### src/rtl/core/pfcd_pkg.sv
// ----------------------------------------------------------------------------
// pfcd_pkg: shared types and constants of the parallel flash command device
// Geometry, command bytes, microcode word layout and inter-module structs.
// ----------------------------------------------------------------------------
package pfcd_pkg;

  // Array geometry
  localparam int unsigned BANK_BYTES   = 65536;
  localparam int unsigned SECTOR_BYTES = 4096;
  localparam int unsigned BANK_COUNT   = 2;
  localparam int unsigned ARRAY_BYTES  = BANK_COUNT * BANK_BYTES;
  localparam int unsigned ARR_AW       = $clog2(ARRAY_BYTES);
  localparam int unsigned OFF_AW       = $clog2(BANK_BYTES);

  // Unlock / command addresses and bytes
  localparam logic [15:0] ADDR_A     = 16'h5555;
  localparam logic [15:0] ADDR_B     = 16'h2AAA;
  localparam logic [7:0]  D_UNLOCK1  = 8'hAA;
  localparam logic [7:0]  D_UNLOCK2  = 8'h55;
  localparam logic [7:0]  CMD_ID     = 8'h90;
  localparam logic [7:0]  CMD_EXIT   = 8'hF0;
  localparam logic [7:0]  CMD_ERASE  = 8'h80;
  localparam logic [7:0]  CMD_CHIP   = 8'h10;
  localparam logic [7:0]  CMD_SECTOR = 8'h30;
  localparam logic [7:0]  CMD_PROG   = 8'hA0;
  localparam logic [7:0]  CMD_BANK   = 8'hB0;

  // Configuration register indexes (paddr[3:2])
  typedef logic [1:0] reg_idx_t;
  localparam reg_idx_t REG_MFR_ID    = 2'd0;
  localparam reg_idx_t REG_DEV_ID    = 2'd1;
  localparam reg_idx_t REG_TWO_BANKS = 2'd2;

  // Microcode step addresses
  typedef logic [2:0] upc_t;
  localparam upc_t U_FETCH  = 3'd0;
  localparam upc_t U_DECODE = 3'd1;
  localparam upc_t U_WDISP  = 3'd2;
  localparam upc_t U_PROG   = 3'd3;
  localparam upc_t U_CMD    = 3'd4;
  localparam upc_t U_SWEEP  = 3'd5;
  localparam upc_t U_SWEND  = 3'd6;
  localparam upc_t U_OUTPUT = 3'd7;

  // Jump conditions: jump to target when true, else fall through
  typedef enum logic [2:0] {
    C_ALWAYS     = 3'd0,
    C_NO_IN      = 3'd1,
    C_READ       = 3'd2,
    C_NOT_PROG   = 3'd3,
    C_NO_ERASE   = 3'd4,
    C_SWEEP_MORE = 3'd5,
    C_INIT       = 3'd6,
    C_OUT_BUSY   = 3'd7
  } cond_e;

  // One control word
  typedef struct packed {
    logic  accept;
    logic  mem_rd;
    logic  prog_wr;
    logic  state_upd;
    logic  sweep_ld;
    logic  sweep_wr;
    logic  clr_init;
    logic  out_ld;
    cond_e cond;
    upc_t  target;
  } ctl_t;

  // Status flags seen by the sequencer
  typedef struct packed {
    logic in_valid;
    logic is_read;
    logic is_prog;
    logic is_erase;
    logic sweep_more;
    logic out_busy;
  } flags_t;

  // Command decode results
  typedef struct packed {
    logic is_prog;
    logic chip;
    logic sector;
    logic ident;
    logic bank_now;
  } dec_t;

  // Configuration registers
  typedef struct packed {
    logic [7:0] mfr_id;
    logic [7:0] dev_id;
    logic       two_banks;
  } cfg_t;

  // Array strobes
  typedef struct packed {
    logic rd;
    logic prog_wr;
    logic sweep_ld;
    logic sweep_wr;
    logic chip;
    logic sector;
  } arr_ctl_t;

endpackage

### src/rtl/core/pfcd_useq.sv
// ----------------------------------------------------------------------------
// pfcd_useq: microcode sequencer
// Control ROM, step counter and conditional jump logic.
// ----------------------------------------------------------------------------
module pfcd_useq import pfcd_pkg::*; (
  input  logic   clk_i,
  input  logic   rst_ni,
  input  flags_t flags_i,
  output ctl_t   ctl_o
);

  // Control program
  function automatic ctl_t rom(upc_t a);
    ctl_t w;
    w = '0;
    unique case (a)
      U_FETCH: begin
        w.accept = 1'b1; w.cond = C_NO_IN; w.target = U_FETCH;
      end
      U_DECODE: begin
        w.mem_rd = 1'b1; w.cond = C_READ; w.target = U_OUTPUT;
      end
      U_WDISP: begin
        w.cond = C_NOT_PROG; w.target = U_CMD;
      end
      U_PROG: begin
        w.prog_wr = 1'b1; w.state_upd = 1'b1; w.cond = C_ALWAYS; w.target = U_OUTPUT;
      end
      U_CMD: begin
        w.state_upd = 1'b1; w.sweep_ld = 1'b1; w.cond = C_NO_ERASE; w.target = U_OUTPUT;
      end
      U_SWEEP: begin
        w.sweep_wr = 1'b1; w.cond = C_SWEEP_MORE; w.target = U_SWEEP;
      end
      U_SWEND: begin
        w.clr_init = 1'b1; w.cond = C_INIT; w.target = U_FETCH;
      end
      U_OUTPUT: begin
        w.out_ld = 1'b1; w.cond = C_OUT_BUSY; w.target = U_OUTPUT;
      end
    endcase
    return w;
  endfunction

  upc_t pc_q, pc_d;
  logic init_q, init_d;
  logic take;

  assign ctl_o = rom(pc_q);

  // Condition select and next step
  always_comb begin
    unique case (ctl_o.cond)
      C_ALWAYS:     take = 1'b1;
      C_NO_IN:      take = !flags_i.in_valid;
      C_READ:       take = flags_i.is_read;
      C_NOT_PROG:   take = !flags_i.is_prog;
      C_NO_ERASE:   take = !flags_i.is_erase;
      C_SWEEP_MORE: take = flags_i.sweep_more;
      C_INIT:       take = init_q;
      C_OUT_BUSY:   take = flags_i.out_busy;
    endcase
    pc_d   = take ? ctl_o.target : pc_q + 3'd1;
    init_d = ctl_o.clr_init ? 1'b0 : init_q;
  end

  // Start in the clearing sweep after reset
  always_ff @(posedge clk_i or negedge rst_ni) begin
    if (!rst_ni) begin
      pc_q   <= U_SWEEP;
      init_q <= 1'b1;
    end else begin
      pc_q   <= pc_d;
      init_q <= init_d;
    end
  end

  // Clearing pass runs only the sweep steps
  a_init_sweep: assert property (@(posedge clk_i) disable iff (!rst_ni)
    init_q |-> (pc_q == U_SWEEP || pc_q == U_SWEND))
    else $error("clearing pass left the sweep steps");

  // Finished sweep proceeds to its end step
  a_sweep_exit: assert property (@(posedge clk_i) disable iff (!rst_ni)
    (pc_q == U_SWEEP && !flags_i.sweep_more) |=> (pc_q == U_SWEND))
    else $error("sweep did not terminate");

  // One item in flight: no back-to-back accepts
  a_one_item: assert property (@(posedge clk_i) disable iff (!rst_ni)
    (ctl_o.accept && flags_i.in_valid) |=> !ctl_o.accept)
    else $error("second transaction accepted while busy");

endmodule

### config.mk
export PLATFORM = sky130hd
export DESIGN_NAME = pfcd_useq
export DESIGN_NICKNAME = d
export VERILOG_FILES = /design/src/rtl/core/pfcd_pkg.sv /design/src/rtl/core/pfcd_useq.sv
export SDC_FILE = /design/constraint.sdc
export NUM_CORES = 1
export LEC_CHECK = 0
export ABC_CLOCK_PERIOD_IN_PS = 3700
export BUFFER_PORTS_ARGS = -buffer_cell sky130_fd_sc_hd__buf_2
export CAP_MARGIN = 20
export CORE_AREA = 2 2 39 41
export DETAILED_ROUTE_END_ITERATION = 10
export DIE_AREA = 0 0 41 43
export GPL_TIMING_DRIVEN = 0
export PLACE_DENSITY = 0.7
export SKIP_LAST_GASP = 1
export SYNTH_ARGS = -nofsm -noshare
export SYNTH_HDL_FRONTEND = slang
export SYNTH_SLANG_ARGS = --single-unit
export TNS_END_PERCENT = 50
### constraint.sdc
create_clock -name clk_i -period 3.7 [get_ports clk_i]
set_input_delay 0.185 -clock clk_i [delete_from_list [all_inputs] [get_ports clk_i]]
set_output_delay 0.185 -clock clk_i [all_outputs]
set_load 0.02 [all_outputs]
==> results.md <==
* Status: finished, final reports clean
* CP dominant cell by count: ha_1
* Number of setup buffers added after CTS at 0
* Slew margin rel. at 73.2%
* Buffer depth of the longest clock path at 2
* Critical path's top delay family: multiplexers
* Post-synth EDFFs at 0
* Synth-to-Final Area Change at 35.3%
* Setup TNS at 0 ns
* Synth top area share at 17.3%
* Crit path capture type: register
* Worst EP arrival at 2.49 ns
* Highest-delay cell along the critical path: mux4_2
* Syn avg cell area at 8.78 sq um
* Nets at 93
* CP required at 3.82 ns
* HP Class: input pin to async pin
* CTS Sinks at 4
* Max Fclk at 0.420 GHz
* RSZ-0062 raised after global routing: false
* Die Y at 43 microns
* Period utilization at 64.3%
* Final Skew at 0.00754 ns
* CTS tree: built
* Worst path max stage delay at 0.54 ns
* Final Non-Filler Cells at 94
* WL met2 at 534 microns
* Wire length on met3 at 48 microns
* Worst-skew pair later-pin latency at 0.23 ns
* Worst-path clk slew at 0.04 ns
* Core area at 1380 sq um
* Critical path type: register to register
* CP Launch Type: register
* Ys async rst share at 100%
* Yosys top cell by area: dfstp_2
* Post-Place Cells at 89
* Top post-synthesis cells by count: 6 x ha_1, 6 x inv_1, 4 x nor2_1, 4 x o21ai_0
* Dpl hpwl at 844 microns
* DRC Markers at 0
* Net count after synthesis at 66
* Gate Count Post-Synth at 52
* Row Count at 14
* PortBufs at 21
* First-pass GRT wire length at 1610 microns
* Reg2reg start: pc_q[1]
* Count of cell types in the netlist at 23
* Buf+Inv Stages, Crit Path at 0
* Most used flip-flop cell after synthesis: dfstp_2
* # resized after CTS at 0
* Fin. Hold Viols at 0
* Drt via density at 4.69
* Max-Cap Viols at 0
* Share of layout cells above drive strength 1 at 41.0%
* Synth warn at 0
* Syn Std Cell Area at 457 sq um
* Die Area at 1760 sq um
* Routed Antenna Nets at 0
* Cell Chain, Critical Path: ha_1, ha_1, nor2_2, mux4_2, o32ai_4, mux2_1
* Worst Path Max Fanout at 10
* CTS buffer count at 3
* Total track usage at 13.1%
* M1 wire length at 425 microns
* DRT Pass-1 Iters at 2
* Final wirelength at 1010 microns
* Yosys reg bits at 4
* Worst Max-Slew Pin Slew at 0.399 ns
* Hold-fix buffers, CTS at 1
* Io pins at 22
* Fillers at 151
* Largest net degree at the start of global routing at 11
* Per-cell routed wire length at 10.7 microns
* Initial antenna violation count at 0
* GPL Wtd Cong at 0.699
* R2r setup slk at 1.32 ns
* Die Width at 41 microns
* Minimum clock period at 2.38 ns
* Pins Over Slew Limit at 0
* Synth top area cells: dfstp_2 17%, ha_1 16%, mux2_1 7.4%, o32ai_4 6.0%, dfrtp_1 5.5%
* Reg2Reg Depth at 6
* DP Area at 582 sq um
* Fin area at 618 sq um
* Number of DRC markers in iteration 0 at 2
* Initial Util at 33.0%
* ANT cells at 0
* Gr ovfl total at 0
* RR Endpoint: pc_q[1]
* Routed vias at 441
* CTS HTree Levels at 1
* Root Driver: clkbuf_4
* Top routing layer in use: met3
* Seq/Total Area, Yosys at 22.7%
* Vias in the first global route at 444
* Final setup vio count at 0
[cells in the final DEF, fill, tap and decap left out, types with 2 or more instances in the layout]
cell	netlist	routed
nor3_1	2	2
ha_1	6	6
nor2_1	4	4
buf_2	0	21
clkbuf_4	0	3
and2_1	3	3
mux2_1	3	3
nor2b_1	2	2
clkbuf_1	2	3
o21ai_0	4	4
o31ai_1	2	2
nand2_1	3	3
inv_1	6	6
a21oi_1	2	2
dfstp_2	3	3
[flip-flops by register name, indices dropped and copies added (netlist names)]
| signal | flops |
|---|---|
| pc_q | 3 |
| init_q | 1 |
[worst reg2reg max path, stage by stage (launching register included)]
cell and delay (ns):
dfrtp_1 0.47, ha_1 0.26, ha_1 0.29, nor2_2 0.16, mux4_2 0.54, o32ai_4 0.19, mux2_1 0.35
[stage by stage]
step | hold slack (ns) | utilization (%) | setup slack, ns
floorplan | -0.111 | - | 1.41
global placement | -0.0104 | 42.0 | 1.32
detailed placement | -0.00783 | 42.0 | 1.31
CTS | 0.265 | 44.7 | 1.31
global route | 0.298 | 44.7 | 1.19
finish | 0.274 | 44.7 | 1.32
[layer usage]
metal	track usage, %	up-vias
li1	-	231
met5	0	-
met1	12.1	199
met3	1.57	0
met2	24.4	11
met4	8.00	0
[kinds of logic after synthesis]
family | after synthesis | share of synthesized area (%)
AND/OR/NAND/NOR | 17 | 18.9
AO/OA/AOI/OAI | 11 | 19.2
buffers and inverters | 9 | 8.22
adder cells (fa/ha/maj) | 6 | 16.4
multiplexers | 5 | 14.5
flip-flops | 4 | 22.7
[worst max-delay path by stage]
| stage | startpoint | end | depth (start not counted) |
|---|---|---|---|
| floorplan | pc_q[1] | pc_q[1] | 6 |
| global placement | pc_q[1] | pc_q[1] | 6 |
| detailed placement | pc_q[1] | pc_q[1] | 6 |
| CTS | pc_q[1] | pc_q[1] | 6 |
| global route | pc_q[2] | ctl_o[0] | 6 |
| finish | pc_q[1] | pc_q[1] | 6 |
[layout make-up]
| class | instances | area [sq um] | area share [%] |
|---|---|---|---|
| plain buffers | 3 | 15.0 | 2.43 |
| clock buffers | 4 | 26.3 | 4.25 |
| inverters | 6 | 22.5 | 3.64 |
| multi-input cells | 39 | 315 | 51.0 |
| flip-flops and latches | 4 | 104 | 16.8 |
| well taps | 16 | 20.0 | 3.24 |
| repair buffers | 22 | 115 | 18.6 |
Power is not shown: default switching activity piles up to over one toggle a cycle in this logic, so the estimate is an artifact.
