## config.mk

```make
export PLATFORM = sky130hd
export DESIGN_NAME = pfcd_cmd
export DESIGN_NICKNAME = d
export VERILOG_FILES = /design/src/rtl/core/pfcd_pkg.sv /design/src/rtl/core/pfcd_cmd.sv
export SDC_FILE = /design/constraint.sdc
export NUM_CORES = 1
export LEC_CHECK = 0
export BUFFER_PORTS_ARGS = -buffer_cell sky130_fd_sc_hd__buf_2
export CAP_MARGIN = 20
export CORE_MARGIN = 10
export CORE_UTILIZATION = 40
export DETAILED_ROUTE_END_ITERATION = 12
export PLACE_DENSITY = 0.72
export SLEW_MARGIN = 20
export SYNTH_ARGS = -nofsm -noshare
export SYNTH_HDL_FRONTEND = slang
export SYNTH_SLANG_ARGS = --single-unit
```

## constraint.sdc

```tcl
create_clock -name clk_i -period 2.2 [get_ports clk_i]
set_input_delay 0.44 -clock clk_i [delete_from_list [all_inputs] [get_ports clk_i]]
set_output_delay 0.44 -clock clk_i [all_outputs]
set_load 0.05 [all_outputs]
```

## src/rtl/core/pfcd_pkg.sv

```systemverilog
// ----------------------------------------------------------------------------
// pfcd_pkg: shared types and constants of the parallel flash command device
// Geometry, command bytes, microcode word layout and inter-module structs.
// ----------------------------------------------------------------------------
package pfcd_pkg;

  // Array geometry
  localparam int unsigned BANK_BYTES   = 65536;
  localparam int unsigned SECTOR_BYTES = 4096;
  localparam int unsigned BANK_COUNT   = 2;
  localparam int unsigned ARRAY_BYTES  = BANK_COUNT * BANK_BYTES;
  localparam int unsigned ARR_AW       = $clog2(ARRAY_BYTES);
  localparam int unsigned OFF_AW       = $clog2(BANK_BYTES);

  // Unlock / command addresses and bytes
  localparam logic [15:0] ADDR_A     = 16'h5555;
  localparam logic [15:0] ADDR_B     = 16'h2AAA;
  localparam logic [7:0]  D_UNLOCK1  = 8'hAA;
  localparam logic [7:0]  D_UNLOCK2  = 8'h55;
  localparam logic [7:0]  CMD_ID     = 8'h90;
  localparam logic [7:0]  CMD_EXIT   = 8'hF0;
  localparam logic [7:0]  CMD_ERASE  = 8'h80;
  localparam logic [7:0]  CMD_CHIP   = 8'h10;
  localparam logic [7:0]  CMD_SECTOR = 8'h30;
  localparam logic [7:0]  CMD_PROG   = 8'hA0;
  localparam logic [7:0]  CMD_BANK   = 8'hB0;

  // Configuration register indexes (paddr[3:2])
  typedef logic [1:0] reg_idx_t;
  localparam reg_idx_t REG_MFR_ID    = 2'd0;
  localparam reg_idx_t REG_DEV_ID    = 2'd1;
  localparam reg_idx_t REG_TWO_BANKS = 2'd2;

  // Microcode step addresses
  typedef logic [2:0] upc_t;
  localparam upc_t U_FETCH  = 3'd0;
  localparam upc_t U_DECODE = 3'd1;
  localparam upc_t U_WDISP  = 3'd2;
  localparam upc_t U_PROG   = 3'd3;
  localparam upc_t U_CMD    = 3'd4;
  localparam upc_t U_SWEEP  = 3'd5;
  localparam upc_t U_SWEND  = 3'd6;
  localparam upc_t U_OUTPUT = 3'd7;

  // Jump conditions: jump to target when true, else fall through
  typedef enum logic [2:0] {
    C_ALWAYS     = 3'd0,
    C_NO_IN      = 3'd1,
    C_READ       = 3'd2,
    C_NOT_PROG   = 3'd3,
    C_NO_ERASE   = 3'd4,
    C_SWEEP_MORE = 3'd5,
    C_INIT       = 3'd6,
    C_OUT_BUSY   = 3'd7
  } cond_e;

  // One control word
  typedef struct packed {
    logic  accept;
    logic  mem_rd;
    logic  prog_wr;
    logic  state_upd;
    logic  sweep_ld;
    logic  sweep_wr;
    logic  clr_init;
    logic  out_ld;
    cond_e cond;
    upc_t  target;
  } ctl_t;

  // Status flags seen by the sequencer
  typedef struct packed {
    logic in_valid;
    logic is_read;
    logic is_prog;
    logic is_erase;
    logic sweep_more;
    logic out_busy;
  } flags_t;

  // Command decode results
  typedef struct packed {
    logic is_prog;
    logic chip;
    logic sector;
    logic ident;
    logic bank_now;
  } dec_t;

  // Configuration registers
  typedef struct packed {
    logic [7:0] mfr_id;
    logic [7:0] dev_id;
    logic       two_banks;
  } cfg_t;

  // Array strobes
  typedef struct packed {
    logic rd;
    logic prog_wr;
    logic sweep_ld;
    logic sweep_wr;
    logic chip;
    logic sector;
  } arr_ctl_t;

endpackage

```

## src/rtl/core/pfcd_cmd.sv

```systemverilog
// ----------------------------------------------------------------------------
// pfcd_cmd: command decoder
// Unlock sequence tracking, armed commands, ID mode and bank selection.
// ----------------------------------------------------------------------------
module pfcd_cmd import pfcd_pkg::*; (
  input  logic        clk_i,
  input  logic        rst_ni,
  input  cfg_t        cfg_i,
  input  logic [15:0] addr_i,
  input  logic [7:0]  data_i,
  input  logic        upd_i,
  output dec_t        dec_o
);

  typedef enum logic [5:0] {
    PH_IDLE        = 6'b000001,
    PH_GOT_AA      = 6'b000010,
    PH_CMD         = 6'b000100,
    PH_ERASE_ARMED = 6'b001000,
    PH_ERASE_AA    = 6'b010000,
    PH_ERASE_CMD   = 6'b100000
  } phase_e;

  typedef enum logic [2:0] {
    ARM_NONE = 3'b001,
    ARM_PROG = 3'b010,
    ARM_BANK = 3'b100
  } arm_e;

  phase_e phase_q, phase_d;
  arm_e   arm_q, arm_d;
  logic   ident_q, ident_d;
  logic   bank_q, bank_d;
  logic   sbok, at_a, at_b;
  logic   prog, chip, sector;

  assign sbok = cfg_i.two_banks && (BANK_COUNT > 1);
  assign at_a = (addr_i == ADDR_A);
  assign at_b = (addr_i == ADDR_B);

  // Next state for a write transaction
  always_comb begin
    phase_d = phase_q;
    arm_d   = arm_q;
    ident_d = ident_q;
    bank_d  = bank_q;
    prog    = 1'b0;
    chip    = 1'b0;
    sector  = 1'b0;
    priority if (at_a && data_i == CMD_EXIT) begin
      // abort from anywhere
      phase_d = PH_IDLE;
      arm_d   = ARM_NONE;
      ident_d = 1'b0;
    end else if (arm_q == ARM_PROG) begin
      prog    = 1'b1;
      phase_d = PH_IDLE;
      arm_d   = ARM_NONE;
    end else if (arm_q == ARM_BANK) begin
      if (addr_i == 16'd0 && sbok) bank_d = data_i[0];
      phase_d = PH_IDLE;
      arm_d   = ARM_NONE;
    end else begin
      // stray writes fall back to idle
      phase_d = PH_IDLE;
      arm_d   = ARM_NONE;
      unique case (phase_q)
        PH_IDLE: begin
          if (at_a && data_i == D_UNLOCK1) phase_d = PH_GOT_AA;
        end
        PH_ERASE_ARMED: begin
          if (at_a && data_i == D_UNLOCK1) phase_d = PH_ERASE_AA;
        end
        PH_GOT_AA: begin
          if (at_b && data_i == D_UNLOCK2) phase_d = PH_CMD;
        end
        PH_ERASE_AA: begin
          if (at_b && data_i == D_UNLOCK2) phase_d = PH_ERASE_CMD;
        end
        PH_CMD: begin
          if (at_a) begin
            if (data_i == CMD_ID) ident_d = 1'b1;
            else if (data_i == CMD_ERASE) phase_d = PH_ERASE_ARMED;
            else if (data_i == CMD_PROG) arm_d = ARM_PROG;
            else if (data_i == CMD_BANK && sbok) arm_d = ARM_BANK;
          end
        end
        PH_ERASE_CMD: begin
          if (at_a && data_i == CMD_CHIP) chip = 1'b1;
          else if (data_i == CMD_SECTOR) sector = 1'b1;
        end
        default: ;
      endcase
    end
  end

  // State registers
  always_ff @(posedge clk_i or negedge rst_ni) begin
    if (!rst_ni) begin
      phase_q <= PH_IDLE;
      arm_q   <= ARM_NONE;
      ident_q <= 1'b0;
      bank_q  <= 1'b0;
    end else if (upd_i) begin
      phase_q <= phase_d;
      arm_q   <= arm_d;
      ident_q <= ident_d;
      bank_q  <= bank_d;
    end
  end

  assign dec_o.is_prog  = prog;
  assign dec_o.chip     = chip;
  assign dec_o.sector   = sector;
  assign dec_o.ident    = ident_q;
  assign dec_o.bank_now = sbok && bank_q;

endmodule

```

==> flow_metrics.env, run 1 <==
export IMPL_status="finished, violations left"
export IMPL_violations="setup timing"
export IMPL_antenna_found_initial=0
export IMPL_insertion_delay_ns=0.28
export IMPL_synth_top_area_cell="dfrtp_1"
export IMPL_yosysWarnings=0
export IMPL_drc=0
export IMPL_finalHoldViolCount=0
export IMPL_wl_per_cell_um=16.74
export IMPL_worstMarginPinSlew_ns=0.3925
export IMPL_worst_slack_ns=-0.1642
export IMPL_synth_edff_count=0
export IMPL_fmax_mhz=423.0
export IMPL_leakagePower_nw=0.6360
export IMPL_netlist_cell_type_count=43
export IMPL_grt_pass1_vias=1053
export IMPL_ys_ff_latch=11
export IMPL_grt_max_degree=13
export IMPL_ys_flop_type="dfrtp_1"
export IMPL_ir_drop_mv=0.2734
export IMPL_cts_buffers=3
export IMPL_startpoint_type="primary input"
export IMPL_max_clock_path_buffers=2
export IMPL_nets=205
export IMPL_ioPinCount=49
export IMPL_syn_cell_area_um2=958.4
export IMPL_yosys_top_cells_count="dfrtp_1 (9), nor2_1 (8), nor3_1 (8), nand2_1 (7)"
export IMPL_async_reset_ff_share_pct=100.0
export IMPL_avgSynthCellArea_um2=8.262
export IMPL_synth_area_leaders="dfrtp_1 (23%), dfstp_2 (5.5%), buf_4 (4.7%)"
export IMPL_tns_ns=-0.5658
export IMPL_htreeDepth=1
export IMPL_drv_cap=0
export IMPL_fin_skew_ns=0.01036
export IMPL_grt_total_usage_pct=12.63
export IMPL_holdBufCountCts=0
export IMPL_path_class="primary input to output port"
export IMPL_num_rows=17
export IMPL_gp_congestion=0.9407
export IMPL_grt_ovfl_total=0
export IMPL_placed_cell_area_um2=1202
export IMPL_yosysTopAreaCellShare_pct=23.50
export IMPL_clkTransAtPathRegs_ns=0.08
export IMPL_port_buffers=32
export IMPL_power_mw=0.4274
export IMPL_initial_utilization_pct=42.51
export IMPL_setup_violations=6
export IMPL_relSlewSlack_pct=73.59
export IMPL_worstHoldPathType="primary input to asynchronous set/reset pin"
export IMPL_cts_sinks=11
export IMPL_tritoncts="yes"
export IMPL_cts_root_buffer="clkbuf_4"
export IMPL_via_count=1105
export IMPL_worstPathRequired_ns=1.76
export IMPL_first_pass_iters=4
export IMPL_ys_seq_area_share_pct=28.98
export IMPL_synth_cells=116
export IMPL_syn_nets=160
export IMPL_grt_setup_unrepaired="yes"
export IMPL_cp_data_arrival_time_ns=1.92
export IMPL_fin_hold_ws_ns=0.01887
export IMPL_fin_area_um2=1328
export IMPL_final_max_slew_violation_count=0
export IMPL_powerDensity_nw_per_um2=321.9
export IMPL_drive_gt1_share_pct=43.75
export IMPL_finalCritPeriodShare_pct=107.5
export IMPL_synth_most_common_cell="dfrtp_1"
export IMPL_grt_first_pass_wirelength_um=4719
export IMPL_pre_cts_ws_ns=-0.2891
export IMPL_area_growth_pct=38.51
export IMPL_min_period_ns=2.364
export IMPL_via_per_inst=5.878
export IMPL_crit_fanout=3
export IMPL_critPathCaptureType="output port"
export IMPL_drtIter0Drc=73
export IMPL_dieArea_um2=4754
export IMPL_die_y_um=68.95
export IMPL_ant_nets=0
export IMPL_n_antenna_cell=0
export IMPL_seq_area_um2=277.8
export IMPL_n_fill_cell=206
export IMPL_routed_wl_um=3148
export IMPL_multi_input_area_um2=641.9
export IMPL_die_x_um=68.95
export IMPL_core_area_um2=2255
export IMPL_dp_hpwl_um=2410
[registers in the layout, indices dropped and copies added (netlist names)]
signal and count:
bank_q 1, phase_q 6, ident_q 1, arm_q 3
[final timing paths]
path / start / endpoint / slack [ns] / depth (start not counted)
max: addr_i[7] / dec_o[4] / -0.16 / 7
min: rst_ni / bank_q / 0.02 / 1
max reg2reg: phase_q[4] / phase_q[3] / 0.37 / 6
min reg2reg: bank_q / bank_q / 0.54 / 1
max in group asynchronous: rst_ni / arm_q[0] / 1.90 / 1
min in group clk_i: cfg_i[0] / arm_q[2] / 0.47 / 3
[layer usage]
metal	GRT usage [%]	routed length [um]
met1	14.88	1332
met2	21.69	1548
met3	3.382	208
met5	0	0
met4	3.941	59
[power breakdown]
group | switching [mW] | internal (mW)
combinational | 0.0425 | 0.0346
sequential | 0.0000000236 | 0.202
clock | 0.0777 | 0.0703
total | 0.120 | 0.307
[logic make-up after synthesis]
group	after synthesis	synth area share (%)
flip-flops	11	28.98
XOR/XNOR	3	2.742
multiplexers	1	1.175
buffers and inverters	17	9.529
AND/OR/NAND/NOR	65	42.30
AO/OA/AOI/OAI	19	15.27
[per-stage QoR]
stage	std cells	util, %
floorplan	116	-
global placement	180	53.33
detailed placement	180	53.33
CTS	185	55.88
global route	188	58.88
finish	188	58.88
[critical path, cell delays in order]
cell and delay, ns:
buf_6 0.09, or4_4 0.53, nor4_4 0.22, nand4_2 0.18, nor3_4 0.20, nor4_1 0.07, buf_4 0.19
[cell type report]
class                      instances  area share [%]
inverter                           6           1.697
multi-input combinational         88           48.35
tap                               28           2.639
clock buffer                       4           1.979
timing repair buffer              51           24.41
sequential                        11           20.92
[what timing repair did]
action	4_1_cts	5_1_grt
pin swaps	3	2
endpoints found under the setup margin	3	6
resized for setup	6	9
cloned	0	0
buffers inserted	1	3
[cells in the final DEF, fill, tap and decap left out, types with 2 or more instances in the layout]
| cell | Yosys | layout |
|---|---|---|
| a21oi_1 | 3 | 3 |
| a41o_1 | 2 | 2 |
| buf_2 | 0 | 28 |
| buf_4 | 6 | 19 |
| buf_6 | 0 | 3 |
| clkbuf_4 | 0 | 4 |
| dfrtp_1 | 9 | 9 |
| dfstp_2 | 2 | 2 |
| inv_1 | 6 | 6 |
| nand2_1 | 7 | 6 |
| nand2b_1 | 2 | 2 |
| nand3_1 | 6 | 6 |
| nand3b_1 | 4 | 4 |
| nand4_1 | 5 | 5 |
| nor2_1 | 8 | 8 |
| nor2b_1 | 3 | 3 |
| nor3_1 | 8 | 6 |
| nor3_4 | 0 | 2 |
| nor4_1 | 6 | 5 |
| o21ai_0 | 3 | 2 |
| o22ai_1 | 2 | 2 |
| or3_1 | 3 | 3 |
| or4_4 | 2 | 2 |
| xor2_1 | 2 | 2 |
Note: power is estimated with default switching activity, not from simulation.
==> run 2: changes to the inputs <==
--- a/config.mk
+++ b/config.mk
@@ -5,12 +5,13 @@
 export SDC_FILE = /design/constraint.sdc
 export NUM_CORES = 1
 export LEC_CHECK = 0
+export ABC_AREA = 1
 export BUFFER_PORTS_ARGS = -buffer_cell sky130_fd_sc_hd__buf_2
 export CAP_MARGIN = 20
 export CORE_MARGIN = 10
-export CORE_UTILIZATION = 40
+export CORE_UTILIZATION = 39
 export DETAILED_ROUTE_END_ITERATION = 12
-export PLACE_DENSITY = 0.72
+export PLACE_DENSITY = 0.67
 export SLEW_MARGIN = 20
 export SYNTH_ARGS = -nofsm -noshare
 export SYNTH_HDL_FRONTEND = slang
==> run 2 against run 1 <==
  * The run now ends clean
  * Worst hold slack gained 0.0032 ns
  * Area after synthesis grew 24%
  * Sequential cell count stayed put
  * Register-to-register slack better by 0.40 ns
  * First-iteration DRC count up 33%
  * Synthesized cell count increased by 79%
  * Count of clock-buffer cells in the layout unchanged
  * Final area up 5.7%
  * Routed wire length down 5.2%
  * Power up 7.7%
  * Combinational power rose by 48%
  * Sequential share of layout area is 1.1 points lower
  * Critical path type is now flip-flop to output port
==> flow_metrics.env, run 2 <==
export IMPL_critPathCaptureType="output port"
export IMPL_via_count=1279
export IMPL_cts_root_buffer="clkbuf_4"
export IMPL_max_clock_path_buffers=2
export IMPL_cts_sinks=11
export IMPL_synth_edff_count=0
export IMPL_timing_rr_end="ident_q"
export IMPL_place_inst=268
export IMPL_path_cells="nor2_2 -> nand4_1 -> nor4_2 -> buf_4"
export IMPL_muxShareOfSynthArea_pct=0
export IMPL_n_antenna_cell=0
export IMPL_cts_buffers=3
export IMPL_cts_setup_buffers=0
export IMPL_crit_fanout=4
export IMPL_final_max_slew_violation_count=0
export IMPL_switching_power_mw=0.1402
export IMPL_fin_area_um2=1404
export IMPL_leakagePower_nw=0.7689
export IMPL_startpoint_type="flip-flop"
export IMPL_synth_top_family_by_area="simple AND/OR/NAND/NOR gates"
export IMPL_worstMarginPinSlew_ns=0.3359
export IMPL_grt_pass1_vias=1231
export IMPL_synth_xor_area_share_pct=0
export IMPL_met3RoutedLength_um=100
export IMPL_synth_simple_gate_area_share_pct=60.06
export IMPL_wl_per_cell_um=10.97
export IMPL_utilization_pct=49.62
export IMPL_pre_cts_ws_ns=0.09805
export IMPL_synth_cells=208
export IMPL_routed_wl_um=2984
export IMPL_finalCritPeriodShare_pct=96.15
export IMPL_worstHoldPathType="primary input to asynchronous set/reset pin"
export IMPL_avgSynthCellArea_um2=5.709
export IMPL_synth_compound_area_share_pct=3.267
export IMPL_fin_hold_ws_ns=0.02204
export IMPL_drv_cap=0
export IMPL_comb_power_share_pct=24.7
export IMPL_switching_share_pct=30.46
export IMPL_dp_hpwl_um=2638
export IMPL_htreeDepth=1
export IMPL_synth_most_common_cell="nand2_1"
export IMPL_grt_ovfl_total=0
export IMPL_tritoncts="yes"
export IMPL_ys_flop_type="dfrtp_1"
export IMPL_tns_ns=0
export IMPL_synth_top_area_cell="dfrtp_1"
export IMPL_via_per_inst=4.702
export IMPL_first_pass_iters=4
export IMPL_worstPathRequired_ns=1.76
export IMPL_yosys_top_cells_count="nand2_1 (60), nor2_1 (41), inv_1 (32), nand3_1 (19)"
export IMPL_finalHoldViolCount=0
export IMPL_syn_nets=252
export IMPL_wl_met1_um=1518
export IMPL_grt_setup_unrepaired="no"
export IMPL_initial_utilization_pct=41.97
export IMPL_seq_power_share_pct=45.9
export IMPL_ys_seq_area_share_pct=23.39
export IMPL_ir_drop_mv=0.1963
export IMPL_dieArea_um2=5651
export IMPL_syn_cell_area_um2=1187
export IMPL_worst_slack_ns=0.08478
export IMPL_cpPeakStageDelay_ns=0.42
export IMPL_synth_area_leaders="dfrtp_1 (19%), nand2_1 (19%), nor2_1 (13%)"
export IMPL_cpMaxStageDelayCell="dfrtp_1"
export IMPL_die_x_um=75.18
export IMPL_fmax_mhz=472.8
export IMPL_min_period_ns=2.115
export IMPL_insertion_delay_ns=0.27
export IMPL_powerDensity_nw_per_um2=327.8
export IMPL_grt_total_usage_pct=11.64
export IMPL_synth_fa_ha_area_share_pct=0
export IMPL_path_class="flip-flop to output port"
export IMPL_largest_registers="phase_q (6), arm_q (3)"
export IMPL_clkTransAtPathRegs_ns=0.07
export IMPL_p_clk_share_pct=29.3
export IMPL_largest_reg_flops=6
export IMPL_p_int_mw=0.3200
export IMPL_area_growth_pct=18.23
export IMPL_yosysTopAreaCellShare_pct=18.97
export IMPL_power_mw=0.4602
export IMPL_timing_rr_start="phase_q[1]"
export IMPL_netlist_cell_type_count=22
export IMPL_nets=286
export IMPL_layout_cells_most_common_list="nand2_1 (59), nor2_1 (41), inv_1 (32), buf_2 (30), nand3_1 (19)"
export IMPL_ys_ff_latch=11
export IMPL_relSlewSlack_pct=77.48
export IMPL_grt_max_degree=12
export IMPL_grt_first_pass_wirelength_um=5244
export IMPL_setup_violations=0
export IMPL_drc=0
export IMPL_highest_layer="met4"
export IMPL_die_y_um=75.18
export IMPL_port_buffers=32
export IMPL_ant_nets=0
export IMPL_rrSetupSlack_ns=0.77
export IMPL_wl_met2_um=1338
export IMPL_ioPinCount=49
export IMPL_final_common_cell="nand2_1"
export IMPL_holdBufCountCts=0
export IMPL_fin_skew_ns=0.003279
export IMPL_yosysWarnings=0
export IMPL_gp_congestion=0.8605
export IMPL_drive_gt1_share_pct=27.39
export IMPL_cts_resized=0
export IMPL_antenna_found_initial=0
export IMPL_instances_no_fill=272
export IMPL_async_reset_ff_share_pct=100.0
export IMPL_placed_cell_area_um2=1364
export IMPL_cp_data_arrival_time_ns=1.68
export IMPL_reg2regPathDepth=10
export IMPL_drtIter0Drc=97
export IMPL_core_area_um2=2829
export IMPL_top_register="phase_q"
export IMPL_status="finished clean"
export IMPL_num_rows=19
[run 2: cell types whose count changed after synthesis, moves of 4 or more]
| cell | change |
|---|---|
| nand2_1 | +53 |
| nor2_1 | +33 |
| inv_1 | +26 |
| nand3_1 | +13 |
| nor2_2 | +9 |
| clkbuf_1 | -4 |
| nand2_2 | +4 |
| nor4_1 | -4 |
[run 2: critical path: cells and delay by family (launching register included)]
family	cells	cell delay, ns
buffers and inverters	1	0.26
flip-flops	1	0.42
AND/OR/NAND/NOR	3	0.74
[run 2: worst max-delay path by stage]
stage | from | endpoint | slack [ns] | depth (start not counted)
2_1_floorplan | data_i[0] | dec_o[2] | 0.46 | 6
3_3_place_gp | data_i[0] | dec_o[2] | 0.07 | 7
3_5_place_dp | data_i[0] | dec_o[2] | 0.1 | 7
4_1_cts | arm_q[0] | dec_o[2] | 0.02 | 5
5_1_grt | phase_q[1] | dec_o[2] | 0.006 | 4
6_report | phase_q[1] | dec_o[2] | 0.08 | 4
[run 2: final cells by class]
type / count / area (um2)
clock buffers: 4 / 26.28
multi-input cells: 159 / 760.7
fillers: 308 / 1425
inverters: 34 / 127.6
repair buffers: 33 / 172.7
flip-flops and latches: 11 / 277.8
well taps: 31 / 38.79
[run 2: layer usage]
metal	track usage (%)	vias to the layer above
li1	-	706
met1	15.32	552
met2	18.29	17
met3	3.548	4
met4	2.474	0
met5	0	-
[run 2: logic make-up (layout without fill, tap and decap cells)]
logic type / Yosys count / count (layout)
and+or+nand+nor: 153 / 153
buffers and inverters: 38 / 71
AOI/OAI and AO/OA: 6 / 6
DFF: 11 / 11
[run 2: power groups by stage]
stage	registers [mW]	clock network, mW	logic, mW
detailed placement	0.215	0	0.114
floorplan	0.214	0	0.0635
global placement	0.215	0	0.113
global route	0.211	0.160	0.131
CTS	0.211	0.141	0.114
finish	0.211	0.135	0.114
